[config.mk]
export PLATFORM = sky130hd
export DESIGN_NAME = keypad_four_function_calculator
export DESIGN_NICKNAME = d
export VERILOG_FILES = /design/src/sv/kpc_pkg.sv /design/src/sv/keypad_four_function_calculator.sv
export VERILOG_INCLUDE_DIRS = /design/src /design/src/sv
export SDC_FILE = /design/constraint.sdc
export NUM_CORES = 1
export LEC_CHECK = 0
export BUFFER_PORTS_ARGS = -buffer_cell sky130_fd_sc_hd__buf_2
export CAP_MARGIN = 20
export CORE_ASPECT_RATIO = 1.4
export CORE_MARGIN = 8
export CORE_UTILIZATION = 46
export CTS_CLUSTER_DIAMETER = 150
export DETAILED_ROUTE_END_ITERATION = 10
export MAX_ROUTING_LAYER = met4
export SETUP_SLACK_MARGIN = 0.3
export SYNTH_ARGS = -nofsm -noshare
export SYNTH_HDL_FRONTEND = slang
export SYNTH_SLANG_ARGS = --single-unit
[constraint.sdc]
create_clock -name clk -period 12.8 [get_ports clk]
set_clock_uncertainty 0.2 [all_clocks]
set_input_delay 0.64 -clock clk [delete_from_list [all_inputs] [get_ports clk]]
set_output_delay 0.64 -clock clk [all_outputs]
set_load 0.005 [all_outputs]
[src/sv/keypad_four_function_calculator_defines.svh]
// Assertion helpers for the keypad calculator.
`ifndef KEYPAD_FOUR_FUNCTION_CALCULATOR_DEFINES_SVH
`define KEYPAD_FOUR_FUNCTION_CALCULATOR_DEFINES_SVH

// same-cycle implication, off during reset
`define KPC_ASSERT_NOW(label, ante, cons, msg) \
	label: assert property (@(posedge clk) disable iff (!arst_n) (ante) |-> (cons)) \
		else $error(msg);

// next-cycle implication, off during reset
`define KPC_ASSERT_NEXT(label, ante, cons, msg) \
	label: assert property (@(posedge clk) disable iff (!arst_n) (ante) |=> (cons)) \
		else $error(msg);

`endif

[src/sv/kpc_pkg.sv]
package kpc_pkg;

	// output field widths
	localparam int VALUE_W  = 20;
	localparam int DIGITS_W = 3;
	localparam int RES_W    = 41;
	localparam int HUND_W   = 7;

	localparam int DEF_MAX_DIGITS = 6;

	// key codes
	localparam logic [7:0] KEY_0    = 8'h30;
	localparam logic [7:0] KEY_9    = 8'h39;
	localparam logic [7:0] KEY_A    = 8'h41;
	localparam logic [7:0] KEY_B    = 8'h42;
	localparam logic [7:0] KEY_C    = 8'h43;
	localparam logic [7:0] KEY_D    = 8'h44;
	localparam logic [7:0] KEY_STAR = 8'h2A;
	localparam logic [7:0] KEY_HASH = 8'h23;

	localparam int TEN     = 10;
	localparam int HUNDRED = 100;

	typedef enum logic [1:0] {
		PH_FIRST  = 2'd0,
		PH_OP     = 2'd1,
		PH_SECOND = 2'd2,
		PH_RESULT = 2'd3
	} phase_t;

	typedef enum logic [1:0] {
		OP_DIV = 2'd0,
		OP_MUL = 2'd1,
		OP_SUB = 2'd2,
		OP_ADD = 2'd3
	} op_t;

	// bits needed for the largest n-digit decimal value
	function automatic int val_width(input int n);
		longint p;
		int w;
		p = 1;
		w = 0;
		for (int i = 0; i < n; i++) p = p * 10;
		p = p - 1;
		while (p > 0) begin
			w++;
			p = p >>> 1;
		end
		return w;
	endfunction

endpackage

[src/sv/keypad_four_function_calculator.sv]
// Channel   Dir  Handshake            Payload
// key       in   key_valid/key_stall  key_code
// result    out  res_valid/res_stall  phase, operation, entry_value, entry_digits,
//                                     result_valid, divide_by_zero,
//                                     result_integer, result_hundredths
//
// Work per key (default MAX_DIGITS = 6, VAL_W = 20, N_W = VAL_W + 7 = 27):
//   digit, confirm, operation, add, subtract, ignored key: done at once, then published
//   delete: one quotient bit per cycle through the divider
//   multiply: one shift-add step per cycle
//   divide: divider run twice (by second number, then by 100)
// Reset clears the phase, operation, both numbers and the output register.
// A key is taken only while the sequencer is idle; the result register may
// still hold an untaken beat then, and a new beat waits behind it.
module keypad_four_function_calculator #(
	parameter int MAX_DIGITS = kpc_pkg::DEF_MAX_DIGITS
) (
	input  logic                                clk,
	input  logic                                arst_n,
	input  logic                                key_valid,
	output logic                                key_stall,
	input  logic [7:0]                          key_code,
	output logic                                res_valid,
	input  logic                                res_stall,
	output logic [1:0]                          phase,
	output logic [1:0]                          operation,
	output logic [kpc_pkg::VALUE_W-1:0]         entry_value,
	output logic [kpc_pkg::DIGITS_W-1:0]        entry_digits,
	output logic                                result_valid,
	output logic                                divide_by_zero,
	output logic signed [kpc_pkg::RES_W-1:0]    result_integer,
	output logic [kpc_pkg::HUND_W-1:0]          result_hundredths
);
	import kpc_pkg::*;

	`include "keypad_four_function_calculator_defines.svh"

	// number storage width, dividend width (value * 100), divisor width
	localparam int VAL_W = val_width(MAX_DIGITS);
	localparam int N_W   = VAL_W + 7;
	localparam int DV_W  = (VAL_W > 7) ? VAL_W : 7;
	localparam int IT_W  = $clog2(N_W);
	localparam int DG_W  = $clog2(MAX_DIGITS + 1);

	typedef enum logic [2:0] {
		ST_IDLE,
		ST_DEL,
		ST_DIV1,
		ST_DIV2,
		ST_MUL,
		ST_PUB
	} state_t;

	state_t state_q;
	phase_t phase_q;
	op_t    op_q;

	logic [VAL_W-1:0] first_q, second_q;
	logic [DG_W-1:0]  first_dg_q, second_dg_q;

	// shared restoring divider: dividend shifts out, quotient shifts in
	logic [N_W-1:0]  dq_q;
	logic [DV_W-1:0] rem_q;
	logic [DV_W-1:0] dv_q;
	logic [IT_W-1:0] it_q;

	// shift-add multiplier
	logic [VAL_W-1:0] mhi_q, mlo_q;

	// computed result
	logic [RES_W-1:0]  res_int_q;
	logic [HUND_W-1:0] res_hund_q;
	logic              dz_q;

	// output beat register
	logic                res_valid_q;
	logic [1:0]          phase_o_q, op_o_q;
	logic [VALUE_W-1:0]  entry_val_o_q;
	logic [DIGITS_W-1:0] entry_dg_o_q;
	logic                rvalid_o_q, dz_o_q;
	logic [RES_W-1:0]    res_int_o_q;
	logic [HUND_W-1:0]   res_hund_o_q;

	logic key_take;
	logic is_digit;
	logic [VAL_W-1:0] cur_val, app_val;
	logic [DG_W-1:0]  cur_dg;
	logic             can_app, can_del;
	logic [N_W-1:0]   f100;

	logic [DV_W:0]    div_sh;
	logic             div_ge;
	logic [DV_W-1:0]  rem_next;
	logic [N_W-1:0]   dq_next;

	logic [VAL_W:0]   mul_sum;
	logic [VAL_W-1:0] mhi_next, mlo_next;

	logic out_free;

	assign key_stall = (state_q != ST_IDLE);
	assign key_take  = key_valid && !key_stall;
	assign out_free  = !res_valid_q || !res_stall;

	// key decode against the number being edited
	assign is_digit = (key_code >= KEY_0) && (key_code <= KEY_9);
	assign cur_val  = (phase_q == PH_FIRST) ? first_q : second_q;
	assign cur_dg   = (phase_q == PH_FIRST) ? first_dg_q : second_dg_q;
	assign can_app  = is_digit && (cur_dg < DG_W'(MAX_DIGITS));
	assign can_del  = (key_code == KEY_HASH) && (cur_dg != '0);
	// v * 10 + d as (v << 3) + (v << 1) + d
	assign app_val  = VAL_W'({cur_val, 3'b000}) + VAL_W'({cur_val, 1'b0})
		+ VAL_W'(key_code[3:0]);
	// first * 100 as (f << 6) + (f << 5) + (f << 2)
	assign f100     = N_W'({first_q, 6'b0}) + N_W'({first_q, 5'b0})
		+ N_W'({first_q, 2'b0});

	// one restoring step
	assign div_sh   = {rem_q, dq_q[N_W-1]};
	assign div_ge   = div_sh >= {1'b0, dv_q};
	assign rem_next = div_ge ? DV_W'(div_sh - {1'b0, dv_q}) : DV_W'(div_sh);
	assign dq_next  = {dq_q[N_W-2:0], div_ge};

	// one shift-add step
	assign mul_sum  = {1'b0, mhi_q} + (mlo_q[0] ? {1'b0, first_q} : '0);
	assign mhi_next = mul_sum[VAL_W:1];
	assign mlo_next = {mul_sum[0], mlo_q[VAL_W-1:1]};

	always_ff @(posedge clk or negedge arst_n) begin
		if (!arst_n) begin
			state_q       <= ST_IDLE;
			phase_q       <= PH_FIRST;
			op_q          <= OP_ADD;
			first_q       <= '0;
			second_q      <= '0;
			first_dg_q    <= '0;
			second_dg_q   <= '0;
			dq_q          <= '0;
			rem_q         <= '0;
			dv_q          <= '0;
			it_q          <= '0;
			mhi_q         <= '0;
			mlo_q         <= '0;
			res_int_q     <= '0;
			res_hund_q    <= '0;
			dz_q          <= 1'b0;
			res_valid_q   <= 1'b0;
			phase_o_q     <= '0;
			op_o_q        <= '0;
			entry_val_o_q <= '0;
			entry_dg_o_q  <= '0;
			rvalid_o_q    <= 1'b0;
			dz_o_q        <= 1'b0;
			res_int_o_q   <= '0;
			res_hund_o_q  <= '0;
		end else begin
			// beat taken; a publish in the same cycle reloads it below
			if (res_valid_q && !res_stall && (state_q != ST_PUB)) res_valid_q <= 1'b0;

			unique case (state_q)
				ST_IDLE: begin
					if (key_take) begin
						unique case (phase_q)
							PH_FIRST, PH_SECOND: begin
								if (key_code == KEY_STAR) begin
									if (phase_q == PH_FIRST) begin
										phase_q <= PH_OP;
										state_q <= ST_PUB;
									end else begin
										phase_q    <= PH_RESULT;
										dz_q       <= 1'b0;
										res_hund_q <= '0;
										unique case (op_q)
											OP_ADD: begin
												res_int_q <= RES_W'(first_q) + RES_W'(second_q);
												state_q   <= ST_PUB;
											end
											OP_SUB: begin
												res_int_q <= RES_W'(first_q) - RES_W'(second_q);
												state_q   <= ST_PUB;
											end
											OP_MUL: begin
												mhi_q   <= '0;
												mlo_q   <= second_q;
												it_q    <= IT_W'(VAL_W - 1);
												state_q <= ST_MUL;
											end
											OP_DIV: begin
												if (second_q == '0) begin
													dz_q      <= 1'b1;
													res_int_q <= '0;
													state_q   <= ST_PUB;
												end else begin
													dq_q    <= f100;
													rem_q   <= '0;
													dv_q    <= DV_W'(second_q);
													it_q    <= IT_W'(N_W - 1);
													state_q <= ST_DIV1;
												end
											end
											default: state_q <= ST_PUB;
										endcase
									end
								end else if (can_app) begin
									state_q <= ST_PUB;
									if (phase_q == PH_FIRST) begin
										first_q    <= app_val;
										first_dg_q <= first_dg_q + 1'b1;
									end else begin
										second_q    <= app_val;
										second_dg_q <= second_dg_q + 1'b1;
									end
								end else if (can_del) begin
									// divide by ten on the shared divider
									dq_q    <= N_W'(cur_val);
									rem_q   <= '0;
									dv_q    <= DV_W'(TEN);
									it_q    <= IT_W'(N_W - 1);
									state_q <= ST_DEL;
								end else begin
									state_q <= ST_PUB;
								end
							end
							PH_OP: begin
								state_q <= ST_PUB;
								unique case (key_code)
									KEY_A:    op_q <= OP_DIV;
									KEY_B:    op_q <= OP_MUL;
									KEY_C:    op_q <= OP_SUB;
									KEY_D:    op_q <= OP_ADD;
									KEY_STAR: phase_q <= PH_SECOND;
									default:  ;
								endcase
							end
							PH_RESULT: begin
								state_q <= ST_PUB;
								if (key_code == KEY_STAR) begin
									phase_q     <= PH_FIRST;
									first_q     <= '0;
									second_q    <= '0;
									first_dg_q  <= '0;
									second_dg_q <= '0;
								end
							end
							default: state_q <= ST_PUB;
						endcase
					end
				end
				ST_DEL: begin
					dq_q  <= dq_next;
					rem_q <= rem_next;
					it_q  <= it_q - 1'b1;
					if (it_q == '0) begin
						state_q <= ST_PUB;
						if (phase_q == PH_FIRST) begin
							first_q    <= VAL_W'(dq_next);
							first_dg_q <= first_dg_q - 1'b1;
						end else begin
							second_q    <= VAL_W'(dq_next);
							second_dg_q <= second_dg_q - 1'b1;
						end
					end
				end
				ST_DIV1: begin
					dq_q <= dq_next;
					if (it_q == '0) begin
						// quotient goes round again, split by 100
						rem_q   <= '0;
						dv_q    <= DV_W'(HUNDRED);
						it_q    <= IT_W'(N_W - 1);
						state_q <= ST_DIV2;
					end else begin
						rem_q <= rem_next;
						it_q  <= it_q - 1'b1;
					end
				end
				ST_DIV2: begin
					dq_q  <= dq_next;
					rem_q <= rem_next;
					it_q  <= it_q - 1'b1;
					if (it_q == '0) begin
						res_int_q  <= RES_W'(dq_next);
						res_hund_q <= HUND_W'(rem_next);
						state_q    <= ST_PUB;
					end
				end
				ST_MUL: begin
					mhi_q <= mhi_next;
					mlo_q <= mlo_next;
					it_q  <= it_q - 1'b1;
					if (it_q == '0) begin
						res_int_q <= RES_W'({mhi_next, mlo_next});
						state_q   <= ST_PUB;
					end
				end
				ST_PUB: begin
					if (out_free) begin
						res_valid_q   <= 1'b1;
						phase_o_q     <= phase_q;
						op_o_q        <= op_q;
						entry_val_o_q <= VALUE_W'(cur_val);
						entry_dg_o_q  <= DIGITS_W'(cur_dg);
						rvalid_o_q    <= (phase_q == PH_RESULT) && !dz_q;
						dz_o_q        <= (phase_q == PH_RESULT) && dz_q;
						res_int_o_q   <= (phase_q == PH_RESULT) ? res_int_q : '0;
						res_hund_o_q  <= (phase_q == PH_RESULT) ? res_hund_q : '0;
						state_q       <= ST_IDLE;
					end
				end
				default: state_q <= ST_IDLE;
			endcase
		end
	end

	assign res_valid         = res_valid_q;
	assign phase             = phase_o_q;
	assign operation         = op_o_q;
	assign entry_value       = entry_val_o_q;
	assign entry_digits      = entry_dg_o_q;
	assign result_valid      = rvalid_o_q;
	assign divide_by_zero    = dz_o_q;
	assign result_integer    = res_int_o_q;
	assign result_hundredths = res_hund_o_q;

	`KPC_ASSERT_NEXT(a_take_leaves_idle, key_take, state_q != ST_IDLE,
		"accepted key did not start work")
	`KPC_ASSERT_NOW(a_digits_bounded,
		1'b1, (first_dg_q <= DG_W'(MAX_DIGITS)) && (second_dg_q <= DG_W'(MAX_DIGITS)),
		"digit count past limit")
	`KPC_ASSERT_NOW(a_mul_context, state_q == ST_MUL,
		(phase_q == PH_RESULT) && (op_q == OP_MUL), "multiply outside result phase")
	`KPC_ASSERT_NOW(a_rvalid_phase, result_valid, phase == PH_RESULT,
		"result flagged outside result phase")
	`KPC_ASSERT_NOW(a_dz_div, divide_by_zero,
		(operation == OP_DIV) && !result_valid, "divide by zero flag inconsistent")

endmodule

# Word level (Yosys, flattened, before mapping)
# Index checks and enable logic that the tools add are counted.
[word_totals]
ff_bits = 292
inputBits = 12
elab_cells = 270
output_inout_bits = 79
[classes]
n_addsub = 13
n_lt_le_gt_ge = 4
reduce_logical = 49
n_mux = 129
n_eq_ne = 49
bitwise_logic = 1
[op_table]
columns = ["operator", "count"]
rows = [
  ["2-to-1 mux 20 bit", 44],
  ["2-to-1 mux 41 bit", 8],
  ["one-hot mux 20 bit (2 select lines)", 7],
  ["one-hot mux 41 bit (3 select lines)", 2],
  ["2-to-1 mux 27 bit", 8],
  ["2-to-1 mux 3 bit", 23],
  ["one-hot mux 20 bit (3 select lines)", 1],
  ["one-hot mux 27 bit (2 select lines)", 1],
  ["adder 20 x 20 -> 21 bit", 2],
  ["2-to-1 mux 7 bit", 6],
  ["2-to-1 mux 5 bit", 8],
  ["AND reduction 9 bit", 4],
  ["inequality test 3 bit, second input constant", 11],
  ["== test 8 x 7 -> 1 bit, second input constant", 4],
  ["one-hot mux 3 bit (2 select lines)", 5],
  ["adder 26 x 25 -> 27 bit", 1],
  ["adder 27 x 22 -> 27 bit", 1],
  ["inequality test 2 bit, second input constant", 13],
  ["AND reduction 8 bit", 3],
  [">= comparator 21 x 20 -> 1 bit", 1],
  ["subtractor 20 x 20 -> 21 bit", 1],
  ["adder 20 bit", 1],
  ["adder 20 x 4 -> 20 bit", 1],
  ["zero test 20 bit", 1],
  ["other kinds (43)", 88],
]

# Logic depth before layout (Yosys ltp)
# Gate-level depths: netlist (run 1).
[logic_depth]
word_depth = 10
ltp_mapped = 19
depth_no_buf = 16

# Worst setup path after synthesis (run 1)
# No wires, ideal clock.
[synth_path]
path_kind = "reg-to-reg"
from = "reg phase_q[0]"
to = "reg first_q[12]"
path_buffers = 3
required_ns = 12.475
path_stages_with_launch = 19
slack_ns = 8.247
arrival_ns = 4.227
period_less_slack_ns = 4.553
setup_time_ns = 0.125
cell_sequence = "dfrtp_1 -> inv_1 -> ha_1 -> buf_6 -> clkbuf_1 -> buf_1 -> mux2i_1 -> inv_1 -> fa_1 -> fa_1 -> a21o_1 -> a21oi_1 -> o21bai_1 -> a31oi_1 -> o21bai_1 -> a21oi_1 -> xor2_1 -> o21ai_0 -> mux2_4"
[synth_via]
elab_chain_cells = 10
elab_cells_between_ends = 23
classes_between = "add/sub (2); order compare (1); eq/ne (8); mux (8); reduce/logical (4)"
[synth_lines]
columns = ["item", "line", "source"]
rows = [
  ["start: declaration", "keypad_four_function_calculator.sv:55", "phase_t phase_q;"],
  ["start signal: assignment", "keypad_four_function_calculator.sv:132", "phase_q <= PH_FIRST;"],
  ["start signal: assignment", "keypad_four_function_calculator.sv:167", "phase_q <= PH_OP;"],
  ["start signal: assignment", "keypad_four_function_calculator.sv:170", "phase_q <= PH_RESULT;"],
  ["zero test 2 bit", "keypad_four_function_calculator.sv:107", "assign cur_val = (phase_q == PH_FIRST) ? first_q : second_q;"],
  ["2-to-1 mux 20 bit", "keypad_four_function_calculator.sv:107", ""],
  ["via cur_val[0]", "keypad_four_function_calculator.sv:86", "logic [VAL_W-1:0] cur_val, app_val;"],
  ["adder 20 bit", "keypad_four_function_calculator.sv:112", "assign app_val = VAL_W'({cur_val, 3'b000}) + VAL_W'({cur_val, 1'b0})"],
  ["adder 20 x 4 -> 20 bit", "keypad_four_function_calculator.sv:113", "+ VAL_W'(key_code[3:0]);"],
  ["2-to-1 mux 20 bit", "keypad_four_function_calculator.sv:206", "if (phase_q == PH_FIRST) begin"],
  ["2-to-1 mux 20 bit", "keypad_four_function_calculator.sv:204", "end else if (can_app) begin"],
  ["2-to-1 mux 20 bit", "keypad_four_function_calculator.sv:165", "if (key_code == KEY_STAR) begin"],
  ["one-hot mux 20 bit (2 select lines)", "keypad_four_function_calculator.sv:163", "unique case (phase_q)"],
  ["2-to-1 mux 20 bit", "keypad_four_function_calculator.sv:162", "if (key_take) begin"],
  ["one-hot mux 20 bit (2 select lines)", "keypad_four_function_calculator.sv:160", "unique case (state_q)"],
  ["end signal: assignment", "keypad_four_function_calculator.sv:207", "first_q <= app_val;"],
  ["end signal: assignment", "keypad_four_function_calculator.sv:256", "first_q <= VAL_W'(dq_next);"],
  ["end: declaration", "keypad_four_function_calculator.sv:58", "logic [VAL_W-1:0] first_q, second_q;"],
]
# The timed path passes the listed nets, and every way through them passes these cells. The select of a mux whose other input is x is not followed.
# A chain may end at the register's enable or synchronous reset.

# Final worst setup path (run 1)
[layout_path]
from = "reg phase_q[1]"
to = "reg first_q[12]"
# The elaborated chain is that of the path after synthesis.

==> results.sh, run 1 <==
export IMPL_outcome="finished clean"
export IMPL_nets=2489
export IMPL_fin_cells=2873
export IMPL_syn_inst=2277
export IMPL_syn_avg_cell_area_um2=8.47
export IMPL_synth_most_common_cell="nand2_1"
export IMPL_dp_cells=2817
export IMPL_clock_sinks=292
export IMPL_crit_chain="inv_1 > ha_1 > mux2i_1 > inv_1 > fa_1 > fa_1 > a21o_1 > a21oi_1 > o21bai_1 > a31oi_1 > o21bai_1 > a21oi_1 > xor2_1 > o21ai_0 > mux2_4"
export IMPL_highest_layer="met4"
export IMPL_r2r_end="first_q[12]"
export IMPL_muxShareOfSynthArea=0.0232
export IMPL_r2r_start="phase_q[1]"
export IMPL_start_util=0.462
export IMPL_dpl_hpwl_um=42700
export IMPL_yosys_top_cells_area="dfrtp_1 38%, ha_1 9.6%, nand2_1 8.0%"
export IMPL_clock_root_buffer="clkbuf_16"
export IMPL_slew_violations=0
export IMPL_power_mw=5.51
export IMPL_firstDrtPassIters=6
export IMPL_hold_depth=2
export IMPL_pre_cts_ws_ns=7.96
export IMPL_drtIter0Drc=1221
export IMPL_first_global_vias=16400
export IMPL_dpl_cell_area_um2=20100
export IMPL_place_gp_congestion=0.949
export IMPL_cts_max_path_buffers=3
export IMPL_tightest_slew_ns=1.07
export IMPL_fin_crit_ns=4.85
export IMPL_hold_path_end="op_q[0]"
export IMPL_cp_top_family="adder cells"
export IMPL_maxCapViolations=0
export IMPL_core_area_um2=41800
export IMPL_drive_above_1_share=0.0929
export IMPL_startpoint_type="flip-flop"
export IMPL_layout_worst_path_cycle_share=0.379
export IMPL_die_area_um2=48800
export IMPL_rsz0062_at_grt="false"
export IMPL_io_pins=91
export IMPL_cts_buffers=31
export IMPL_slew_headroom=0.289
export IMPL_syn2layout_area_growth_pct=9.65
export IMPL_crit_type="flip-flop to flip-flop"
export IMPL_port_buffers=90
export IMPL_synth_seq_area_share=0.379
export IMPL_synthArstFlopShare=1.00
export IMPL_worst_r2r_cell_count=15
export IMPL_hp_start="key_code[0]"
export IMPL_cts_tree="built"
export IMPL_synth_commonest_cells="409 x nand2_1, 290 x dfrtp_1, 264 x o21ai_0"
export IMPL_hold_viol=0
export IMPL_synthXorXnorAreaFrac=0.0318
export IMPL_ys_seq_elements=292
export IMPL_design_area_um2=21200
export IMPL_synth_distinct_cells=83
export IMPL_cp_slowest_stage_delay_ns=0.71
export IMPL_h_tree_depth=1
export IMPL_grt_pass1_wl_um=92000
export IMPL_wl_met3_um=2830
export IMPL_cts_hold_fix_buffers=1
export IMPL_die_w_um=189
export IMPL_crit_fanout=14
export IMPL_synth_compound_area_frac=0.226
export IMPL_report_final_setup_viol=0
export IMPL_synth_top_area_share=0.376
export IMPL_ys_flop_type="dfrtp_1"
export IMPL_leakage_nw=9.88
export IMPL_yosysTopAreaCell="dfrtp_1"
export IMPL_worstSkewPairLatency_ns=0.58
export IMPL_final_util=0.506
export IMPL_grt_use_total=0.241
export IMPL_synthAdderAreaFrac=0.120
export IMPL_fmax_ghz=0.206
export IMPL_critical_path_arrival_ns=5.12
export IMPL_critPathSlowestCell="ha_1"
export IMPL_crit_required_ns=13.07
export IMPL_hold_class="input port to flip-flop"
export IMPL_vias_per_cell=5.78
export IMPL_cts_setup_buffers=0
export IMPL_whs_ns=0.116
export IMPL_synth_top_family_by_area="compound AO/OA/AOI/OAI gates"
export IMPL_end_kind="flip-flop"
export IMPL_die_h_um=258
export IMPL_wl_met1_um=25700
export IMPL_yosys_area_share_simple=0.174
export IMPL_synth_edf_count=0
export IMPL_power_density_nw_per_um2=261
export IMPL_worst_slack_ns=7.95
export IMPL_globalRouteOverflowTotal=0
export IMPL_rrSetupSlack_ns=7.95
export IMPL_wl_met2_um=27300
export IMPL_grt_max_degree=99
export IMPL_via_count=16600
export IMPL_tns_ns=0
export IMPL_wl_per_cell_um=20.1
export IMPL_drc=0
export IMPL_wl_um=57800
export IMPL_clk_pin_slew_ns=0.06
export IMPL_syn_area_um2=19300
export IMPL_cp_num_buf_inv=2
export IMPL_antenna_found_initial=2
export IMPL_vdd_ir_drop_worst_v=0.000134
export IMPL_row_count=89
export IMPL_synth_nets=2460
export IMPL_ant_nets=0
export IMPL_yosysWarnings=0
export IMPL_post_cts_resized=0
## worst max-delay path by stage
stage               startpoint           end  cells after the start
floorplan           phase_q[0]   first_q[12]                     18
global placement    phase_q[0]   first_q[12]                     15
detailed placement  phase_q[0]   first_q[12]                     15
CTS                 phase_q[1]   first_q[12]                     15
global route        phase_q[0]  second_q[19]                     15
finish              phase_q[1]   first_q[12]                     15
## report_power, final
| group | total (mW) | switching (mW) | internal [mW] |
|---|---|---|---|
| Sequential | 1.69 | 0.423 | 1.27 |
| Combinational | 2.92 | 1.81 | 1.12 |
| Clock | 0.895 | 0.382 | 0.513 |
## cells by family after synthesis
group	count (synthesis)
simple gates	774
compound gates	706
flops	292
buf+inv	223
fa+ha+maj	171
xor+xnor	70
mux	41
## placed cells by master (no fill, tap or decap), types with 10 or more instances in the layout
master / Yosys / layout
a211oi_1: 24 / 24
a21o_1: 34 / 34
a21oi_1: 146 / 146
a221oi_1: 10 / 10
a22oi_1: 19 / 19
a31oi_1: 45 / 45
and2_1: 32 / 32
buf_2: 10 / 89
buf_4: 3 / 18
clkbuf_16: 0 / 31
dfrtp_1: 290 / 290
fa_1: 23 / 23
ha_1: 148 / 147
inv_1: 108 / 108
mux2_2: 15 / 15
mux2i_1: 21 / 21
nand2_1: 409 / 409
nand2b_1: 19 / 19
nand3_1: 32 / 31
nor2_1: 172 / 171
nor2b_1: 19 / 19
nor3_1: 28 / 27
nor4_1: 11 / 11
o211ai_1: 18 / 18
o21a_1: 14 / 13
o21ai_0: 264 / 264
o21bai_1: 14 / 14
o31ai_1: 15 / 15
or2_2: 12 / 12
xnor2_1: 42 / 42
xor2_1: 28 / 28
## cell type report
type / count / area, µm²
flip-flops and latches: 292 / 7310
clock buffers: 45 / 918
inverters: 109 / 409
multi-input cells: 1762 / 11100
well taps: 546 / 683
clock inverters: 8 / 76.3
fillers: 4023 / 20600
repair buffers: 110 / 633
diodes: 1 / 2.50
## per-layer routing
metal | track usage | vias up
li1 | - | 8075
met1 | 0.313 | 8018
met2 | 0.390 | 409
met3 | 0.0248 | 94
met4 | 0.0803 | 0
met5 | - | -
Power figures use the tool's default switching activity.
==> run 2, diff against run 1 <==
==> constraint.sdc (replaced) <==
create_clock -name clk -period 4.3 [get_ports clk]
set_clock_uncertainty 0.2 [all_clocks]
set_input_delay 0.215 -clock clk [delete_from_list [all_inputs] [get_ports clk]]
set_output_delay 0.215 -clock clk [all_outputs]
set_load 0.005 [all_outputs]
==> results.sh, run 2 (same netlist as run 1, synthesis figures left out) <==
export IMPL_multi_input_area_um2=11500
export IMPL_worst_slack_ns=0.393
export IMPL_fin_crit_ns=3.91
export IMPL_tns_ns=0
export IMPL_maxCapViolations=0
export IMPL_pre_cts_ws_ns=0.0889
export IMPL_vias_per_cell=5.75
export IMPL_first_global_vias=16500
export IMPL_die_h_um=258
export IMPL_power_mw=17.1
export IMPL_syn2layout_area_growth_pct=15.0
export IMPL_report_final_setup_viol=0
export IMPL_rrSetupSlack_ns=0.39
export IMPL_worst_r2r_cell_count=16
export IMPL_drc=0
export IMPL_die_area_um2=48800
export IMPL_h_tree_depth=1
export IMPL_outcome="finished clean"
export IMPL_clk_pin_slew_ns=0.06
export IMPL_cts_tree="built"
export IMPL_cts_buffers=31
export IMPL_grt_pass1_wl_um=93500
export IMPL_r2r_start="phase_q[0]"
export IMPL_grt_max_degree=99
export IMPL_start_util=0.462
export IMPL_antenna_found_initial=0
export IMPL_n_antenna_cell=0
export IMPL_wl_um=59400
export IMPL_cts_max_path_buffers=3
export IMPL_mostFrequentLayoutCell="nand2_1"
export IMPL_ant_nets=0
export IMPL_die_w_um=189
export IMPL_crit_type="flip-flop to flip-flop"
export IMPL_crit_required_ns=4.62
export IMPL_power_density_nw_per_um2=770
export IMPL_globalRouteOverflowTotal=0
export IMPL_slew_headroom=0.310
export IMPL_io_pins=91
export IMPL_hold_class="input port to async pin"
export IMPL_crit_fanout=13
export IMPL_leakage_nw=10.3
export IMPL_clock_sinks=292
export IMPL_firstDrtPassIters=5
export IMPL_dp_cells=2867
export IMPL_r2r_end="first_q[19]"
export IMPL_port_buffers=90
export IMPL_dpl_hpwl_um=44000
export IMPL_slew_violations=0
export IMPL_startpoint_type="flip-flop"
export IMPL_tightest_slew_ns=1.04
export IMPL_regArea_um2=7320
export IMPL_critical_path_arrival_ns=4.22
export IMPL_grt_use_total=0.244
export IMPL_clock_root_buffer="clkbuf_16"
export IMPL_nFillCells=3964
export IMPL_vdd_ir_drop_worst_v=0.000388
export IMPL_hold_viol=0
export IMPL_layout_worst_path_cycle_share=0.909
export IMPL_drive_above_1_share=0.142
export IMPL_wl_per_cell_um=20.2
export IMPL_via_count=16900
export IMPL_worstSkewPairLatency_ns=0.58
export IMPL_drtIter0Drc=1365
export IMPL_nets=2563
export IMPL_fin_cells=2947
export IMPL_place_gp_congestion=0.951
export IMPL_fmax_ghz=0.256
export IMPL_mostFrequentLayoutCells="409 x nand2_1, 280 x dfrtp_1, 252 x o21ai_0"
export IMPL_design_area_um2=22200
export IMPL_rsz0062_at_grt="true"
export IMPL_dpl_cell_area_um2=20500
export IMPL_row_count=89
export IMPL_core_area_um2=41800
export IMPL_end_kind="flip-flop"
## run 2: cell count changes in the layout (fill, tap and decap cells not counted), moves of 8 or more
cell     delta
buf_4      +62
dfrtp_1    -10
dfrtp_2    +10
ha_1       -12
ha_4       +11
mux2i_1     -8
o21ai_0    -12
o21ai_1     +8
## run 2: final cells by class
type                    count  share of cell area
well taps                 546              0.0308
repair buffers            184              0.0577
inverters                 109              0.0184
clock buffers              45              0.0400
multi-input cells        1762               0.517
clock inverters             9             0.00581
flip-flops and latches    292               0.330
## run 2: metrics by stage
stage / util / hold WS (ns)
2_1_floorplan: - / -0.281
3_3_place_gp: 0.492 / 0.0705
3_5_place_dp: 0.492 / 0.0736
4_1_cts: 0.519 / 0.0342
5_1_grt: 0.531 / 0.0952
6_report: 0.531 / 0.0397
## run 2: worst max path at each step
stage,from,end,slack (ns),depth (start not counted)
floorplan,phase_q[0],first_q[19],0.32,18
global placement,phase_q[0],second_q[19],0.15,16
detailed placement,phase_q[0],second_q[19],0.09,16
CTS,phase_q[0],second_q[19],0.29,14
global route,phase_q[0],second_q[19],0.24,16
finish,phase_q[0],first_q[19],0.39,16
## run 2: power by group
group	switching (mW)	leakage, nW	total, mW	internal, mW
sequential	0.972	3.68	4.77	3.80
combinational	5.84	6.10	9.58	3.74
clock	1.13	0.499	2.74	1.60
## run 2: worst max-delay path, stage by stage (launching register included)
cell and delay, ns:
dfrtp_1 0.40, inv_2 0.12, ha_4 0.18, buf_12 0.16, mux2i_2 0.26, inv_1 0.10
ha_1 0.29, ha_1 0.36, nor2_1 0.09, o21ai_2 0.17, o2111ai_2 0.15, a31o_2 0.30
a211oi_2 0.25, o21ai_1 0.12, and3_1 0.20, o32ai_2 0.29, mux2_4 0.20
## run 2: metal layers
| layer | wire length (µm) | part of all wire | track usage | up-vias |
|---|---|---|---|---|
| li1 | - | - | - | 8206 |
| met1 | 26900 | 0.45 | 0.325 | 8165 |
| met2 | 27400 | 0.46 | 0.385 | 451 |
| met3 | 2800 | 0.047 | 0.0238 | 109 |
| met4 | 2350 | 0.039 | 0.0890 | 0 |
| met5 | 0 | 0 | - | - |
## run 2: repair_timing
item                                    in CTS  in global routing
cloned                                       0                  2
pin swaps                                    3                 15
resized for setup                           13                 76
hold endpoints to repair                    93                  0
buffers inserted                             3                 14
endpoints found under the setup margin      11                 31
hold buffers                                 7                  0
==> run 3, diff against run 2 <==
--- a/config.mk
+++ b/config.mk
@@ -6,6 +6,7 @@
 export SDC_FILE = /design/constraint.sdc
 export NUM_CORES = 1
 export LEC_CHECK = 0
+export ABC_AREA = 1
 export BUFFER_PORTS_ARGS = -buffer_cell sky130_fd_sc_hd__buf_2
 export CAP_MARGIN = 20
 export CORE_ASPECT_RATIO = 1.4
==> results.sh, run 3 <==
export IMPL_row_count=94
export IMPL_vias_per_cell=5.43
export IMPL_yosysWarnings=0
export IMPL_report_final_setup_viol=0
export IMPL_crit_required_ns=4.58
export IMPL_wl_um=76200
export IMPL_cts_buffers=31
export IMPL_synth_edf_count=0
export IMPL_die_area_um2=55100
export IMPL_core_area_um2=47000
export IMPL_nFillCells=4848
export IMPL_nets=3433
export IMPL_globalRouteOverflowTotal=0
export IMPL_outcome="finished clean"
export IMPL_synth_commonest_cells="913 x nand2_1, 388 x inv_1, 307 x nor2_1"
export IMPL_place_gp_congestion=0.990
export IMPL_rrSetupSlack_ns=0.59
export IMPL_n_antenna_cell=0
export IMPL_dp_cells=3830
export IMPL_hold_class="input port to async pin"
export IMPL_syn_avg_cell_area_um2=6.90
export IMPL_dpl_hpwl_um=59600
export IMPL_drive_above_1_share=0.0825
export IMPL_synth_top_area_share=0.330
export IMPL_synth_most_common_cell="nand2_1"
export IMPL_die_w_um=201
export IMPL_hold_viol=0
export IMPL_synthArstFlopShare=1.00
export IMPL_power_density_nw_per_um2=921
export IMPL_tightest_slew_ns=0.933
export IMPL_port_buffers=90
export IMPL_ys_seq_elements=292
export IMPL_syn2layout_area_growth_pct=9.89
export IMPL_layout_worst_path_cycle_share=0.863
export IMPL_synthXorXnorAreaFrac=0.00838
export IMPL_slew_violations=0
export IMPL_h_tree_depth=1
export IMPL_yosysTopAreaCell="dfrtp_1"
export IMPL_start_util=0.467
export IMPL_startpoint_type="flip-flop"
export IMPL_firstDrtPassIters=6
export IMPL_first_global_vias=20500
export IMPL_ys_flop_type="dfrtp_1"
export IMPL_clk_pin_slew_ns=0.06
export IMPL_die_h_um=275
export IMPL_cts_max_path_buffers=3
export IMPL_syn_inst=3182
export IMPL_via_count=21200
export IMPL_worstSkewPairLatency_ns=0.59
export IMPL_slew_headroom=0.378
export IMPL_cts_setup_buffers=0
export IMPL_synth_nets=3365
export IMPL_clock_sinks=292
export IMPL_mostFrequentLayoutCell="nand2_1"
export IMPL_synthAdderAreaFrac=0.105
export IMPL_tns_ns=0
export IMPL_clock_root_buffer="clkbuf_16"
export IMPL_drtIter0Drc=1493
export IMPL_fmax_ghz=0.269
export IMPL_end_kind="flip-flop"
export IMPL_ant_nets=0
export IMPL_syn_area_um2=22000
export IMPL_antenna_found_initial=0
export IMPL_leakage_nw=12.4
export IMPL_vdd_ir_drop_worst_v=0.000522
export IMPL_synth_top_family_by_area="simple AND/OR/NAND/NOR gates"
export IMPL_drc=0
export IMPL_synth_distinct_cells=60
export IMPL_wl_per_cell_um=19.5
export IMPL_grt_use_total=0.280
export IMPL_crit_fanout=21
export IMPL_io_pins=91
export IMPL_cts_tree="built"
export IMPL_muxShareOfSynthArea=0.00821
export IMPL_rsz0062_at_grt="true"
export IMPL_fin_cells=3898
export IMPL_synth_compound_area_frac=0.137
export IMPL_design_area_um2=24100
export IMPL_yosys_area_share_simple=0.314
export IMPL_dpl_cell_area_um2=23000
export IMPL_final_util=0.513
export IMPL_fin_crit_ns=3.71
export IMPL_yosys_top_cells_area="dfrtp_1 33%, nand2_1 16%, ha_1 8.4%"
export IMPL_mostFrequentLayoutCells="913 x nand2_1, 388 x inv_1, 306 x nor2_1"
export IMPL_crit_type="flip-flop to flip-flop"
export IMPL_critical_path_arrival_ns=3.99
export IMPL_synth_seq_area_share=0.333
export IMPL_grt_pass1_wl_um=119000
export IMPL_grt_max_degree=116
export IMPL_maxCapViolations=0
## run 3: metrics by stage
stage,hold WS (ns),setup WS [ns],total power [mW]
after floorplan,-0.281,0.895,15.0
after global placement,0.169,0.498,19.1
after detailed placement,0.180,0.465,19.3
after CTS,0.0632,0.455,22.2
after global routing,0.130,0.295,24.3
final,0.0700,0.588,22.2
## run 3: power breakdown
group | total, mW | switching, mW | internal (mW)
Sequential | 4.94 | 1.11 | 3.83
Combinational | 14.5 | 9.82 | 4.67
Clock | 2.78 | 1.20 | 1.58
## run 3: cells by family after synthesis
logic type                 after synthesis
AOI/OAI and AO/OA                      558
xor gates and xnor gates                21
adders and majority gates              171
buffers and inverters                  503
DFF                                    292
muxes                                   16
and+or+nand+nor                       1621
## run 3: area by class of cell
cell class / count / area (µm²) / share of cell area
Multi-Input combinational cell: 2387 / 12600 / 0.522
Sequential cell: 292 / 7310 / 0.303
Inverter: 405 / 1530 / 0.0634
Timing Repair Buffer: 133 / 861 / 0.0357
Clock buffer: 37 / 838 / 0.0347
Tap cell: 624 / 781 / 0.0324
Clock inverter: 20 / 205 / 0.00850
## run 3: repair_timing
item	4_1_cts	5_1_grt
endpoints found under the setup margin	0	19
gates resized for setup	0	4
hold endpoints to repair	127	0
hold buffers	11	0
## run 3: final timing paths
| path | from | endpoint | cells after the start |
|---|---|---|---|
| worst min-delay path | arst_n | result_integer[24] | 2 |
| worst max register to register | phase_q[0] | second_q[16] | 15 |
| worst min register to register | dv_q[5] | dv_q[5] | 2 |
| max in group asynchronous | arst_n | op_q[0] | 3 |
| worst max-delay path | phase_q[0] | second_q[16] | 15 |
| min in group clk | key_code[1] | second_q[1] | 6 |
## run 3: routing by layer
metal  share of wire  vias up  global-route usage  wire, µm
met5               0        -                   -         0
met4           0.048        0               0.121      3650
met3           0.046      118              0.0275      3540
met2            0.47      580               0.454     35500
met1            0.44    10000               0.354     33500
li1                -    10500                   -         -
## run 3: critical path, stage by stage (launching register included)
cell	delay, ns
dfrtp_1	0.40
inv_1	0.12
ha_2	0.28
buf_4	0.23
o21ai_0	0.50
ha_1	0.35
ha_1	0.36
a21oi_1	0.18
a21boi_0	0.36
nor2_1	0.09
nor2_1	0.14
nand3b_1	0.09
nand3_1	0.11
nand2_1	0.07
nand2_1	0.06
nand2_1	0.05
